<file path="src/hw/rtl/vnorm_pkg.sv">
//------------------------------------------------------------------------------
// vnorm_pkg: shared constants for the vector Euclidean norm block
// Default sample width and length bound used by the top level.
//------------------------------------------------------------------------------
`default_nettype none

package vnorm_pkg;

   localparam int SAMPLE_BITS_DEF = 16;
   localparam int MAX_LENGTH_DEF  = 65536;

endpackage

`default_nettype wire

</file>
<file path="src/hw/rtl/vector_euclidean_norm.sv">
//------------------------------------------------------------------------------
// vector_euclidean_norm: streaming Euclidean norm of a fixed-point vector
// Squares and accumulates signed samples with a saturating sum, then takes
// the floor integer square root on the element marked last.
//------------------------------------------------------------------------------
// Elements are taken one per cycle when not stalled; each is squared in one
// stage and added into the saturating sum of squares in the next. When the
// last element of a vector reaches the sum, the request side stalls while a
// single shared restoring square-root unit produces one result bit per cycle
// over NORM_W iterations (24 at the default widths). The result sits in an
// output register, so the next vector is accumulated while the previous norm
// waits to be taken; a new root only stalls if that register is still full
// and rsp_stall is high when it completes.
// saturated is set if the sum would have passed
// MAX_LENGTH * 2^(2*(SAMPLE_BITS-1)) at any point in the vector; the sum then
// holds at that ceiling.
`default_nettype none

module vector_euclidean_norm
   import vnorm_pkg::*;
#(
   parameter int SAMPLE_BITS = SAMPLE_BITS_DEF,
   parameter int MAX_LENGTH  = MAX_LENGTH_DEF,
   localparam int SUM_W      = $clog2(MAX_LENGTH) + 2 * (SAMPLE_BITS - 1) + 1,
   localparam int NORM_W     = (SUM_W + 1) / 2
) (
   input  wire logic                   clock,
   input  wire logic                   reset,
   input  wire logic                   req_valid,
   output logic                        req_stall,
   input  wire logic [SAMPLE_BITS-1:0] req_sample,
   input  wire logic                   req_last,
   output logic                        rsp_valid,
   input  wire logic                   rsp_stall,
   output logic [NORM_W-1:0]           rsp_norm,
   output logic                        rsp_saturated
);

   localparam int SQ_W  = 2 * SAMPLE_BITS;
   localparam int RAD_W = 2 * NORM_W;
   localparam int REM_W = NORM_W + 2;
   localparam int CNT_W = $clog2(NORM_W + 1);
   localparam logic [SUM_W-1:0] SUM_CEILING =
      SUM_W'(MAX_LENGTH) << (2 * (SAMPLE_BITS - 1));

   typedef enum logic [1:0] {
      ST_ACCUM = 2'b01,
      ST_ROOT  = 2'b10
   } state_type;

   state_type          state_ff, state_in;
   logic               sq_valid_ff, sq_valid_in;
   logic               sq_last_ff, sq_last_in;
   logic [SQ_W-1:0]    sq_ff, sq_in;
   logic [SUM_W-1:0]   sum_ff, sum_in;
   logic               ovf_ff, ovf_in;
   logic [RAD_W-1:0]   rad_ff, rad_in;
   logic [REM_W-1:0]   rem_ff, rem_in;
   logic [NORM_W-1:0]  root_ff, root_in;
   logic [CNT_W-1:0]   cnt_ff, cnt_in;
   logic               sat_ff, sat_in;
   logic               out_valid_ff, out_valid_in;
   logic [NORM_W-1:0]  out_norm_ff, out_norm_in;
   logic               out_sat_ff, out_sat_in;

   logic [SAMPLE_BITS-1:0] mag;
   logic [SUM_W:0]         add_sum;
   logic                   add_over;
   logic [SUM_W-1:0]       acc_val;
   logic [REM_W-1:0]       rem_try;
   logic [REM_W-1:0]       trial;
   logic                   accept;
   logic                   out_free;

   assign req_stall     = (state_ff != ST_ACCUM) || (sq_valid_ff && sq_last_ff);
   assign accept        = req_valid && !req_stall;
   assign out_free      = !out_valid_ff || !rsp_stall;

   assign rsp_valid     = out_valid_ff;
   assign rsp_norm      = out_norm_ff;
   assign rsp_saturated = out_sat_ff;

   assign mag      = req_sample[SAMPLE_BITS-1] ? (~req_sample + 1'b1) : req_sample;
   assign add_sum  = {1'b0, sum_ff} + {{(SUM_W + 1 - SQ_W){1'b0}}, sq_ff};
   assign add_over = add_sum > {1'b0, SUM_CEILING};
   assign acc_val  = add_over ? SUM_CEILING : add_sum[SUM_W-1:0];

   assign rem_try  = {rem_ff[REM_W-3:0], rad_ff[RAD_W-1 -: 2]};
   assign trial    = {root_ff, 2'b01};

   always_comb begin
      state_in     = state_ff;
      sq_valid_in  = accept;
      sq_last_in   = req_last;
      sq_in        = SQ_W'(mag) * SQ_W'(mag);
      sum_in       = sum_ff;
      ovf_in       = ovf_ff;
      rad_in       = rad_ff;
      rem_in       = rem_ff;
      root_in      = root_ff;
      cnt_in       = cnt_ff;
      sat_in       = sat_ff;
      out_valid_in = out_valid_ff && rsp_stall;
      out_norm_in  = out_norm_ff;
      out_sat_in   = out_sat_ff;

      case (state_ff)
         ST_ACCUM: begin
            if (sq_valid_ff) begin
               if (sq_last_ff) begin
                  rad_in   = {{(RAD_W - SUM_W){1'b0}}, acc_val};
                  sat_in   = ovf_ff || add_over;
                  rem_in   = '0;
                  root_in  = '0;
                  cnt_in   = '0;
                  sum_in   = '0;
                  ovf_in   = 1'b0;
                  state_in = ST_ROOT;
               end else begin
                  sum_in = acc_val;
                  ovf_in = ovf_ff || add_over;
               end
            end
         end
         ST_ROOT: begin
            if (cnt_ff != CNT_W'(NORM_W)) begin
               rad_in = rad_ff << 2;
               cnt_in = cnt_ff + 1'b1;
               if (rem_try >= trial) begin
                  rem_in  = rem_try - trial;
                  root_in = {root_ff[NORM_W-2:0], 1'b1};
               end else begin
                  rem_in  = rem_try;
                  root_in = {root_ff[NORM_W-2:0], 1'b0};
               end
            end else if (out_free) begin
               out_valid_in = 1'b1;
               out_norm_in  = root_ff;
               out_sat_in   = sat_ff;
               state_in     = ST_ACCUM;
            end
         end
         default: begin
            state_in = ST_ACCUM;
         end
      endcase
   end

   always_ff @(posedge clock) begin
      if (reset) begin
         state_ff     <= ST_ACCUM;
         sq_valid_ff  <= 1'b0;
         sum_ff       <= '0;
         ovf_ff       <= 1'b0;
         out_valid_ff <= 1'b0;
      end else begin
         state_ff     <= state_in;
         sq_valid_ff  <= sq_valid_in;
         sum_ff       <= sum_in;
         ovf_ff       <= ovf_in;
         out_valid_ff <= out_valid_in;
      end
   end

   always_ff @(posedge clock) begin
      sq_last_ff  <= sq_last_in;
      sq_ff       <= sq_in;
      rad_ff      <= rad_in;
      rem_ff      <= rem_in;
      root_ff     <= root_in;
      cnt_ff      <= cnt_in;
      sat_ff      <= sat_in;
      out_norm_ff <= out_norm_in;
      out_sat_ff  <= out_sat_in;
   end

endmodule

`default_nettype wire
</file>
<file path="config.mk">
export PLATFORM = sky130hd
export DESIGN_NAME = vector_euclidean_norm
export DESIGN_NICKNAME = d
export VERILOG_FILES = /design/src/hw/rtl/vnorm_pkg.sv /design/src/hw/rtl/vector_euclidean_norm.sv
export SDC_FILE = /design/constraint.sdc
export NUM_CORES = 1
export LEC_CHECK = 0
export ABC_AREA = 1
export BUFFER_PORTS_ARGS = -buffer_cell sky130_fd_sc_hd__buf_2
export CELL_PAD_IN_SITES_DETAIL_PLACEMENT = 1
export CELL_PAD_IN_SITES_GLOBAL_PLACEMENT = 1
export CORE_MARGIN = 3
export CORE_UTILIZATION = 44
export DETAILED_ROUTE_END_ITERATION = 10
export GPL_TIMING_DRIVEN = 0
export PLACE_DENSITY_LB_ADDON = 0.3
export SKIP_CTS_REPAIR_TIMING = 1
export SYNTH_ARGS = -nofsm -noshare
export SYNTH_HDL_FRONTEND = slang
export SYNTH_SLANG_ARGS = --single-unit
</file>
<file path="constraint.sdc">
create_clock -name clock -period 9 [get_ports clock]
set_input_delay 0.9 -clock clock [delete_from_list [all_inputs] [get_ports clock]]
set_output_delay 0.9 -clock clock [all_outputs]
set_load 0.1 [all_outputs]
</file>
After elaboration in Yosys (flattened, before gate mapping) --
Index checks and enable logic that the tools add are counted.
Cells by class: add/sub/neg operators 4, multiply operators 1, divide/modulo/power cells 0, $lt $le $gt $ge 2, eq/ne operators 9, shift operators 0, muxes and demuxes 30, bitwise logic cells 2, reductions and logical operators 15
Operators with widths (count):
- $mux W24 | 7
- $mux W48 | 3
- $pmux W24 S2 | 2
- $pmux W48 S2 | 1
- $mux W47 | 2
- $add A47 B32 Y48 | 1
- $gt A48 B47 Y1 const B | 1
- $mul A16 B16 Y32 | 1
- $ge A26 B26 Y1 | 1
- $sub A24 B24 Y24 | 1
- $add A16 B1 Y16 const B | 1
- $mux W16 | 1
- $not A16 Y16 | 1
- $mux W5 | 3
- $ne A2 B2 Y1 const B | 5
- $pmux W5 S2 | 1
- $mux W2 | 4
- $reduce_and A4 Y1 | 2
- $reduce_and A3 Y1 | 2
- $add A5 B1 Y5 const B | 1
- $mux W1 | 5
- $ne A5 B5 Y1 const B | 1
- $pmux W2 S2 | 1
- $logic_and A1 B1 Y1 | 3
- 8 further kinds | 12
Word-level totals: register bits after elaboration 212, bits in latches 0, bits in writable memories 0, memory bits (read-only) 0, bits of input ports 21, output and inout bits 27, word-level logic and storage cells 77, memories kept 0

Longest topological paths before layout --
Gate-level depths: netlist of the first run.
depth after elaboration 6, mapped depth 40, depth with buffers taken out 39

Least setup slack after synthesis of the first run --
No wires, ideal clock.
path type reg-to-reg, from reg state_ff[1], to reg cnt_ff[0], enable pin, setup time 0.700 ns, data arrival time 7.844 ns, data required time 8.300 ns, path slack 0.456 ns, stages on the path, launching flop included 6, path buffers 1, period minus slack after synthesis 8.544 ns, cell sequence dfxtp_1 > inv_1 > nor2_1 > inv_1 > clkbuf_1 > o21ai_0
On the way: longest elaborated chain between the ends 3, elaborated cells between the ends (all ways) 7, classes of those cells eq/ne: 5; reduce/logical: 2
Ends and longest elaborated chain:
- start: declaration | RTL line vector_euclidean_norm.sv:51 | state_type state_ff, state_in;
- start signal: assignment | RTL line vector_euclidean_norm.sv:157 | state_ff <= state_in;
- $eq A2 B2 Y1 or $eq A2 B1 Y1 (tied branches) | RTL line vector_euclidean_norm.sv:107 | case (state_ff)
- $ne A2 B2 Y1 (no line) or $reduce_bool A2 Y1 (tied branches)
- $reduce_and A4 Y1 (no line) *
- end signal: assignment | RTL line vector_euclidean_norm.sv:171 | cnt_ff <= cnt_in;
- end: declaration | RTL line vector_euclidean_norm.sv:60 | logic [CNT_W-1:0] cnt_ff, cnt_in;
Mark *: on every way between the ends. The rest lies on a longest branch, timed or not. A chain may end at the register's enable or synchronous reset.

Worst setup path after layout of the first run --
from in req_sample[0], to reg sq_ff[28]
On the way: longest elaborated chain between the ends 4
Ends and longest elaborated chain:
- start: declaration | RTL line vector_euclidean_norm.sv:31 | input wire logic [SAMPLE_BITS-1:0] req_sample,
- $not A16 Y16 | RTL line vector_euclidean_norm.sv:83 | assign mag = req_sample[SAMPLE_BITS-1] ? (~req_sample + 1'b1) : req_sample;
- $add A16 B1 Y16 | RTL line vector_euclidean_norm.sv:83
- $mux W16 * | RTL line vector_euclidean_norm.sv:83
- $mul A16 B16 Y32 * | RTL line vector_euclidean_norm.sv:95 | sq_in = SQ_W'(mag) * SQ_W'(mag);
- net sq_in[28] | RTL line vector_euclidean_norm.sv:54 | logic [SQ_W-1:0] sq_ff, sq_in;
- end signal: assignment | RTL line vector_euclidean_norm.sv:167 | sq_ff <= sq_in;
- end: declaration | RTL line vector_euclidean_norm.sv:54
The timed path passes the listed nets; every way through them passes the cells marked *.

==> metrics.txt, run 1 <==
Clock Tree Buf Depth 3; FFs w/ async S/R, synth 0; post-route insts no fill 3362; gpl congestion 0.900; Max-cap violations 0; unrepaired setup endpoints after global routing true; DP Area 21400 sq um; FF+latch count, synth 211; Most Frequent Cell on Critical Path nand2_1; Critical Path Start Type input port; reg2reg path depth 22; Sw Ratio 0.505; drt drc 0; largest net degree at the start of global routing 32; CTS H-tree lvls 1; Final Max Slew Viols 0; post-synth top area cell edfxtp_1; GR Overflow Total 0; top cells by area, synth edfxtp_1 (19%), fa_1 (16%), nand2_1 (13%); crit-path max FO 10; Port-buffer cells 46; Hold Crit Depth 0; Clock Sinks 211; Starting Density 0.446; largest stage delay on the critical path 570 ps; Clock Power Share 0.131; first-pass GRT wire length 99000 um; CP required 9420 ps; CP Depth 37; clock transition at the registers of the reported paths 60 ps; CTS root buf clkbuf_16; register area share after synthesis 0.271; delay-heaviest family, CP adder cells; max-slew headroom at the worst pin 0.432; post-DP HPWL 51000 um; final number of hold-violating endpoints 0; initial antenna violation count 0; most frequent cell after synthesis nand2_1; ANT cells 0; setup violators final 0; Final ANT Viol Nets 0; die width 221 um; layout cells sized above 1 0.0735; Sw Pwr 3.79 mW; CTS tree yes; Max Clock Freq 118 MHz; P&R area growth vs syn 9.35%; Syn. warnings 0; synth cell count leaders nand2_1 (716), inv_1 (542), nor2_1 (231); crit path DAT 8860 ps; post-synthesis cell count 2659; DR pass1 iterations 5; CP max-delay cell fa_1; Leak Pwr 11.1 nW; HP Class reg2reg; DR iter-0 viols 900; Synth top area share 0.188; Syn Area/Cell 7.63 sq um; vias per inst 5.18; worst skew pair latency 540 ps; number of synthesized flops with an enable pin 127; vias in the first global route 19289; num rows 78; crit path time final 8440 ps; Final Cell Area 22200 sq um; final clock period utilization by the worst path 0.938; Logic pwr share 0.702; Clock Skew 21.1 ps; Setup crit end kind flip-flop; Peak VDD IR 0.474 mV; GRT Util Overall 0.257; Post-Route WL 61100 um; Power Dens Cells 338 nW/um^2; post-synthesis cell area 20300 sq um; synth unique cells 46; outcome completed; die area 48700 sq um; Num CTS Buffers 24; core area 45500 sq um; critical path class in2reg; P_int 3.72 mW; measured slew at the worst slew-check pin 843 ps; power share of the sequential group 0.167; Die H 221 um; Nets 3087; vias 17411; WL/cell 18.2 um; dominant synthesized flop cell edfxtp_1; placed cells 3319; critical path buffer and inverter count 10; I/O Pins 48
## worst reg2reg max path, stage by stage, from the launching register on
cell,delay [ps]
dfxtp_1,360
ha_1,260
ha_1,260
nand3_2,120
nand2_1,210
nand2_1,100
nand2_1,90
nand2_1,110
nand2_2,150
nand2_1,100
nand2_1,70
nand2_1,40
nand2_1,160
nand2_1,90
nor2_1,190
nand2_1,90
nor2_1,170
nand3_1,120
nand2_2,90
buf_6,220
buf_4,210
nand3_1,110
nand2_1,90
## registers in the layout, indices dropped and copies added, names as in the netlist
register / flops
state_ff: 2
rem_ff: 24
sq_last_ff: 1
sum_ff: 47
rsp_saturated: 1
rsp_norm: 24
sq_valid_ff: 1
root_ff: 24
rad_ff: 48
cnt_ff: 5
rsp_valid: 1
sat_ff: 1
ovf_ff: 1
sq_ff: 31
## power by group through the flow
stage                     Sequential [mW]  Clock (mW)  Combinational [mW]
final                                1.26       0.980                5.27
after global placement               1.28           0                5.04
after detailed placement             1.28           0                5.23
after CTS                            1.26        1.01                5.30
after floorplan                      1.26           0                3.86
after global routing                 1.27        1.04                6.01
## cell families (layout without fill, tap and decap cells)
logic type               Yosys count  count (layout)  share of synthesized area
AND/OR/NAND/NOR                 1200            1200                      0.253
buffers and inverters            611             704                      0.117
adder cells (fa/ha/maj)          322             322                      0.260
AO/OA/AOI/OAI                    252             252                     0.0721
flip-flops                       211             211                      0.271
XOR/XNOR                          61              61                     0.0263
other                              2              12                   0.000370
## path summary, 6_finish.rpt
path / start / endpoint / slack [ps]
hold / removal: sat_ff$_DFFE_PP_ / rsp_saturated$_DFFE_PP_ / 430
setup reg to reg: sq_ff[0]$_DFF_P_ / rad_ff[6]$_DFFE_PP_ / 5440
setup / recovery: req_sample[0] / sq_ff[28]$_DFF_P_ / 560
hold reg to reg: sat_ff$_DFFE_PP_ / rsp_saturated$_DFFE_PP_ / 430
## cell type report
| type | count | area (sq um) |
|---|---|---|
| Inverter | 552 | 2080 |
| Timing Repair Buffer | 50 | 305 |
| Tap cell | 600 | 751 |
| Clock inverter | 7 | 65.1 |
| Sequential cell | 211 | 5500 |
| Fill cell | 5775 | 23300 |
| Multi-Input combinational cell | 1847 | 12500 |
| Buffer | 58 | 302 |
| Clock buffer | 37 | 711 |
## metal layers
layer  wire length (um)  up-vias  global-route usage
li1                   -     8421                   -
met1              26300     8553               0.319
met2              30600      318               0.466
met3               2230      119              0.0268
met4               1930        0              0.0862
met5                  0        -                   0
## per-stage QoR
step	util	worst slack, ps	power (mW)	setup TNS [ps]	hold WS, ps
after global placement	0.468	-3160	6.33	-320190	411
after detailed placement	0.470	-694	6.51	-4110	424
after CTS	0.487	-135	7.57	-179	428
after global routing	0.488	-34.2	8.32	-35.9	445
final	0.488	560	7.51	0	435
after floorplan	-	456	5.13	0	400
## cells in the final DEF, fill, tap and decap left out, drive strengths merged, types with 12 or more instances in the layout
master / instances
a21oi: 147
a31oi: 12
buf: 76
clkbuf: 69
conb: 12
dfxtp: 84
edfxtp: 127
fa: 167
ha: 155
inv: 547
nand2: 724
nand3: 162
nand3b: 19
nand4: 25
nor2: 239
nor3: 18
o21ai: 66
xnor2: 25
xor2: 36
(Power assumes the default switching activity.)
==> run 2, diff against run 1 <==
--- a/config.mk
+++ b/config.mk
@@ -14,6 +14,7 @@
 export DETAILED_ROUTE_END_ITERATION = 10
 export GPL_TIMING_DRIVEN = 0
 export PLACE_DENSITY_LB_ADDON = 0.3
+export REMOVE_ABC_BUFFERS = 1
 export SKIP_CTS_REPAIR_TIMING = 1
 export SYNTH_ARGS = -nofsm -noshare
 export SYNTH_HDL_FRONTEND = slang
==> metrics.txt, run 2 (synthesized netlist as in run 1, its figures left out) <==
outcome completed (unchanged); critical path class in2reg (unchanged); CP max-delay cell fa_1 (unchanged); clock transition at the registers of the reported paths 60 ps (about the same); GRT Util Overall 0.243 (was 0.257); layout cells sized above 1 0.0732 (was 0.0735); CTS root buf clkbuf_16 (unchanged); final clock period utilization by the worst path 0.936 (was 0.938); HP Class reg2reg (unchanged); worst skew pair latency 530 ps (was 540 ps); Power Dens Cells 332 nW/um^2 (was 338 nW/um^2); largest stage delay on the critical path 550 ps (was 570 ps); I/O Pins 48 (unchanged); largest net degree at the start of global routing 77 (was 32); vias in the first global route 18987 (was 19289); Post-Route WL 57600 um (was 61100 um); final number of hold-violating endpoints 0 (unchanged); DR iter-0 viols 623 (was 900); ANT cells 0 (unchanged); measured slew at the worst slew-check pin 906 ps (was 843 ps); crit-path max FO 17 (was 10); Final Max Slew Viols 0 (unchanged); Clock Skew 17.0 ps (was 21.1 ps); die area 48700 sq um (unchanged); Starting Density 0.446 (unchanged); crit path time final 8420 ps (was 8440 ps); Max Clock Freq 119 MHz (was 118 MHz); P&R area growth vs syn 8.57% (was 9.35%); CTS H-tree lvls 1 (unchanged); max reg flops 48 (unchanged); delay-heaviest family, CP adder cells (unchanged); vias 16954 (was 17411); critical path buffer and inverter count 10 (unchanged); Leak Pwr 11.1 nW (about the same); crit path DAT 8830 ps (was 8860 ps); unrepaired setup endpoints after global routing false (was true); first-pass GRT wire length 95700 um (was 99000 um); CP required 9400 ps (was 9420 ps); die width 221 um (unchanged); Num CTS Buffers 22 (was 24); drt drc 0 (unchanged); Port-buffer cells 47 (was 46); Clock Tree Buf Depth 3 (unchanged); Die H 221 um (unchanged); Most Frequent Cell on Critical Path nand2_1 (unchanged); Critical Path Start Type input port (unchanged); post-DP HPWL 47600 um (was 51000 um); Power, Total 7.30 mW (was 7.51 mW); reg2reg path depth 18 (was 22); setup violators final 0 (unchanged); initial antenna violation count 0 (unchanged); max-slew headroom at the worst pin 0.396 (was 0.432); Hold Crit Depth 0 (unchanged); Clock Sinks 211 (unchanged); num rows 78 (unchanged); vias per inst 5.13 (was 5.18); WL/cell 17.4 um (was 18.2 um); core area 45500 sq um (unchanged); GR Overflow Total 0 (unchanged); CP Depth 37 (unchanged); most common library cell in the layout ignoring fill and taps nand2_1 (unchanged); Top Registers rad_ff (48), sum_ff (47), sq_ff (31) (unchanged); Post-Place Setup Slack -478 ps (was -694 ps); Final ANT Viol Nets 0 (unchanged); Nets 3034 (was 3087); Setup crit end kind flip-flop (unchanged); r2r setup slk 5060 ps (was 5440 ps); setup TNS 0 ps (unchanged); final worst slack 577 ps (was 560 ps); CTS tree yes (unchanged); commonest cells after routing, fill and taps aside nand2_1 (714), inv_1 (540), nor2_1 (228), fa_1 (167), ha_1 (155) (was nand2_1 (714), inv_1 (541), nor2_1 (230), fa_1 (167), ha_1 (155)); Top reg by flops rad_ff (unchanged); Peak VDD IR 0.253 mV (was 0.474 mV); Max-cap violations 0 (unchanged); DR pass1 iterations 7 (was 5); gpl congestion 0.936 (was 0.900)
run 2: cell types whose count changed in the layout (fill, tap and decap cells not counted), moves of 2 or more:
cell | before | now
nor2_1 | 230 | 228
buf_2 | 55 | 46
buf_4 | 4 | 1
clkbuf_1 | 39 | 1
nor2_4 | 1 | 3
buf_16 | 0 | 3
buf_1 | 9 | 0
run 2: where the power goes:
group | internal (mW) | switching (mW)
combinational | 1.91 | 3.21
sequential | 1.21 | 0.0455
clock | 0.540 | 0.387
run 2: area by class of cell:
class / count / area (sq um)
fill: 5744 / 23500
multi-input combinational: 1847 / 12500
clock inverter: 7 / 52.6
tap: 600 / 751
clock buffer: 32 / 694
sequential: 211 / 5500
inverter: 552 / 2080
timing repair buffer: 57 / 455
run 2: final timing paths:
check | startpoint | endpoint
max | req_sample[0] | sq_ff[28]$_DFF_P_
min | sat_ff$_DFFE_PP_ | rsp_saturated$_DFFE_PP_
max reg2reg | sum_ff[19]$_SDFFE_PP0P_ | rad_ff[7]$_DFFE_PP_
min reg2reg | sat_ff$_DFFE_PP_ | rsp_saturated$_DFFE_PP_
run 2: worst register-to-register path, delay by kind of cell, from the launching register on:
kind	cells	cell delay, ps
adders and majority gates	1	420
buffers and inverters	1	320
DFF	1	310
and+or+nand+nor	16	2760
run 2: per-stage QoR:
| step | instances | util | hold slack [ps] | cell area, sq um |
|---|---|---|---|---|
| floorplan | 2610 | - | 400 | 20000 |
| detailed placement | 3267 | 0.467 | 406 | 21300 |
| CTS | 3306 | 0.484 | 423 | 22000 |
| global route | 3306 | 0.484 | 433 | 22000 |
| global placement | 3257 | 0.462 | 402 | 21000 |
| finish | 3306 | 0.484 | 422 | 22000 |
run 2: routing by layer:
metal | global-route usage | part of all wire
met5 | 0 | 0
met4 | 0.0723 | 0.029
met3 | 0.0152 | 0.020
met2 | 0.460 | 0.52
met1 | 0.296 | 0.43
==> run 3, diff against run 2 <==
--- a/config.mk
+++ b/config.mk
@@ -5,12 +5,12 @@
 export SDC_FILE = /design/constraint.sdc
 export NUM_CORES = 1
 export LEC_CHECK = 0
-export ABC_AREA = 1
+export ABC_AREA = 0
 export BUFFER_PORTS_ARGS = -buffer_cell sky130_fd_sc_hd__buf_2
 export CELL_PAD_IN_SITES_DETAIL_PLACEMENT = 1
 export CELL_PAD_IN_SITES_GLOBAL_PLACEMENT = 1
-export CORE_MARGIN = 3
-export CORE_UTILIZATION = 44
+export CORE_MARGIN = 4
+export CORE_UTILIZATION = 46
 export DETAILED_ROUTE_END_ITERATION = 10
 export GPL_TIMING_DRIVEN = 0
 export PLACE_DENSITY_LB_ADDON = 0.3
==> metrics.txt, run 3 <==
DR pass1 iterations 5 (was 7); worst skew pair latency 510 ps (was 530 ps); FF+latch count, synth 211 (unchanged); Min Hold Slack 433 ps (was 422 ps); final clock period utilization by the worst path 0.956 (was 0.936); synth unique cells 88 (was 46); Top Registers rad_ff (48), sum_ff (47), sq_ff (31) (unchanged); post-DP HPWL 36400 um (was 47600 um); Final Max Slew Viols 0 (unchanged); Max Clock Freq 116 MHz (was 119 MHz); most common library cell in the layout ignoring fill and taps inv_1 (was nand2_1); critical path buffer and inverter count 5 (was 10); Top reg by flops rad_ff (unchanged); critical path class in2reg (unchanged); Clock Tree Buf Depth 3 (unchanged); CP max-delay cell or4_1 (was fa_1); outcome completed (unchanged); crit path DAT 9030 ps (was 8830 ps); die area 43900 sq um (was 48700 sq um); P&R area growth vs syn 8.98% (was 8.57%); Clock Sinks 211 (unchanged); Syn Area/Cell 9.39 sq um (was 7.63 sq um); FFs w/ async S/R, synth 0 (unchanged); die width 210 um (was 221 um); dominant synthesized flop cell edfxtp_1 (unchanged); Critical Path Start Type input port (unchanged); largest net degree at the start of global routing 72 (was 77); initial antenna violation count 0 (unchanged); Max-cap violations 0 (unchanged); measured slew at the worst slew-check pin 1330 ps (was 906 ps); core area 40000 sq um (was 45500 sq um); Final ANT Viol Nets 0 (unchanged); Hold Crit Depth 0 (unchanged); CP required 9420 ps (was 9400 ps); layout cells sized above 1 0.0816 (was 0.0732); crit path time final 8610 ps (was 8420 ps); largest stage delay on the critical path 570 ps (was 550 ps); commonest cells after routing, fill and taps aside inv_1 (285), nand2_1 (215), nor2_1 (171), fa_1 (167), ha_1 (155) (was nand2_1 (714), inv_1 (540), nor2_1 (228), fa_1 (167), ha_1 (155)); DR iter-0 viols 692 (was 623); first-pass GRT wire length 79100 um (was 95700 um); vias per inst 5.55 (was 5.13); min-delay src sat_ff$_DFFE_PP_ (unchanged); Most Frequent Cell on Critical Path fa_1 (was nand2_1); Clock Skew 15.7 ps (was 17.0 ps); number of synthesized flops with an enable pin 127 (unchanged); CTS H-tree lvls 1 (unchanged); post-synthesis cell count 1992 (was 2659); CTS tree yes (unchanged); most frequent cell after synthesis inv_1 (was nand2_1); post-synthesis cell area 18700 sq um (was 20300 sq um); hold path endpoint rsp_saturated$_DFFE_PP_ (unchanged); gpl congestion 0.871 (was 0.936); WL/cell 18.5 um (was 17.4 um); GR Overflow Total 0 (unchanged); Crit Reg-Reg Startpoint sq_ff[7]$_DFF_P_ (was sum_ff[19]$_SDFFE_PP0P_); top cells by area, synth edfxtp_1 (20%), fa_1 (18%), ha_1 (10%) (was edfxtp_1 (19%), fa_1 (16%), nand2_1 (13%)); vias 14200 (was 16954); Starting Density 0.467 (was 0.446); Die H 210 um (was 221 um); crit-path max FO 8 (was 17); CP Depth 28 (was 37); Syn. warnings 0 (unchanged); end of the worst register-to-register path sum_ff[8]$_SDFFE_PP0P_ (was rad_ff[7]$_DFFE_PP_); vias in the first global route 15722 (was 18987); Synth top area share 0.204 (was 0.188); reg2reg path depth 14 (was 18); delay-heaviest family, CP adder cells (unchanged); r2r setup slk 3240 ps (was 5060 ps); Port-buffer cells 47 (unchanged); register area share after synthesis 0.294 (was 0.271); final number of hold-violating endpoints 0 (unchanged); CTS root buf clkbuf_16 (unchanged); Num CTS Buffers 22 (unchanged); clock transition at the registers of the reported paths 60 ps (about the same); synth cell count leaders inv_1 (287), nand2_1 (215), nor2_1 (173) (was nand2_1 (716), inv_1 (542), nor2_1 (231)); post-synth top area cell edfxtp_1 (unchanged); setup violators final 0 (unchanged); max-slew headroom at the worst pin 0.109 (was 0.396); ANT cells 0 (unchanged); drt drc 0 (unchanged); GRT Util Overall 0.213 (was 0.243); num rows 73 (was 78); I/O Pins 48 (unchanged); HP Class reg2reg (unchanged); Nets 2362 (was 3034); Setup crit end kind flip-flop (unchanged); max reg flops 48 (unchanged); Post-Route WL 47400 um (was 57600 um)
## run 3: cell type report
class | count | area [sq um]
fillers | 4606 | 19600
multi-input cells | 1423 | 11900
flip-flops and latches | 211 | 5500
inverters | 296 | 1140
well taps | 525 | 657
clock buffers | 29 | 608
repair buffers | 65 | 443
clock inverters | 11 | 98.8
## run 3: cell families (layout without fill, tap and decap cells)
family          Yosys count  after routing  synth area share
simple gates            587            587             0.145
fa+ha+maj               322            322             0.282
other cells               2             12          0.000402
compound gates          377            377             0.140
mux                      24             24            0.0130
flops                   211            211             0.294
xor+xnor                101            101            0.0473
buf+inv                 368            401            0.0785
## run 3: stage by stage
| step | TNS, ps | instance area, sq um | setup slack [ps] | instances | utilization |
|---|---|---|---|---|---|
| 2_1_floorplan | 0 | 18400 | 692 | 1930 | - |
| 3_3_place_gp | -4720 | 19300 | -968 | 2502 | 0.482 |
| 3_5_place_dp | -9570 | 19400 | -1280 | 2507 | 0.485 |
| 4_1_cts | -3230 | 20100 | -755 | 2547 | 0.503 |
| 5_1_grt | -17.0 | 20400 | -17.0 | 2560 | 0.509 |
| 6_report | 0 | 20400 | 394 | 2560 | 0.509 |
## run 3: worst max path at each step
stage | slack [ps] | end | start
after floorplan | 690 | sq_ff[30]$_DFF_P_ | req_sample[6]
after global placement | -970 | sq_ff[30]$_DFF_P_ | req_sample[0]
after detailed placement | -1280 | sq_ff[31]$_DFF_P_ | req_sample[0]
after CTS | -750 | sq_ff[30]$_DFF_P_ | req_sample[0]
after global routing | -20 | sq_ff[30]$_DFF_P_ | req_sample[0]
final | 390 | sq_ff[30]$_DFF_P_ | req_sample[6]
## run 3: metal layers
metal | up-vias | track usage | part of all wire
met5 | - | 0 | 0
met4 | 0 | 0.0502 | 0.023
met3 | 70 | 0.0155 | 0.028
met2 | 226 | 0.390 | 0.51
met1 | 7134 | 0.277 | 0.44
li1 | 6770 | - | -
Power of run 3 is left out: the tool's default activity adds up to more than one toggle a clock period on the data nets, which glitch-free logic cannot reach.
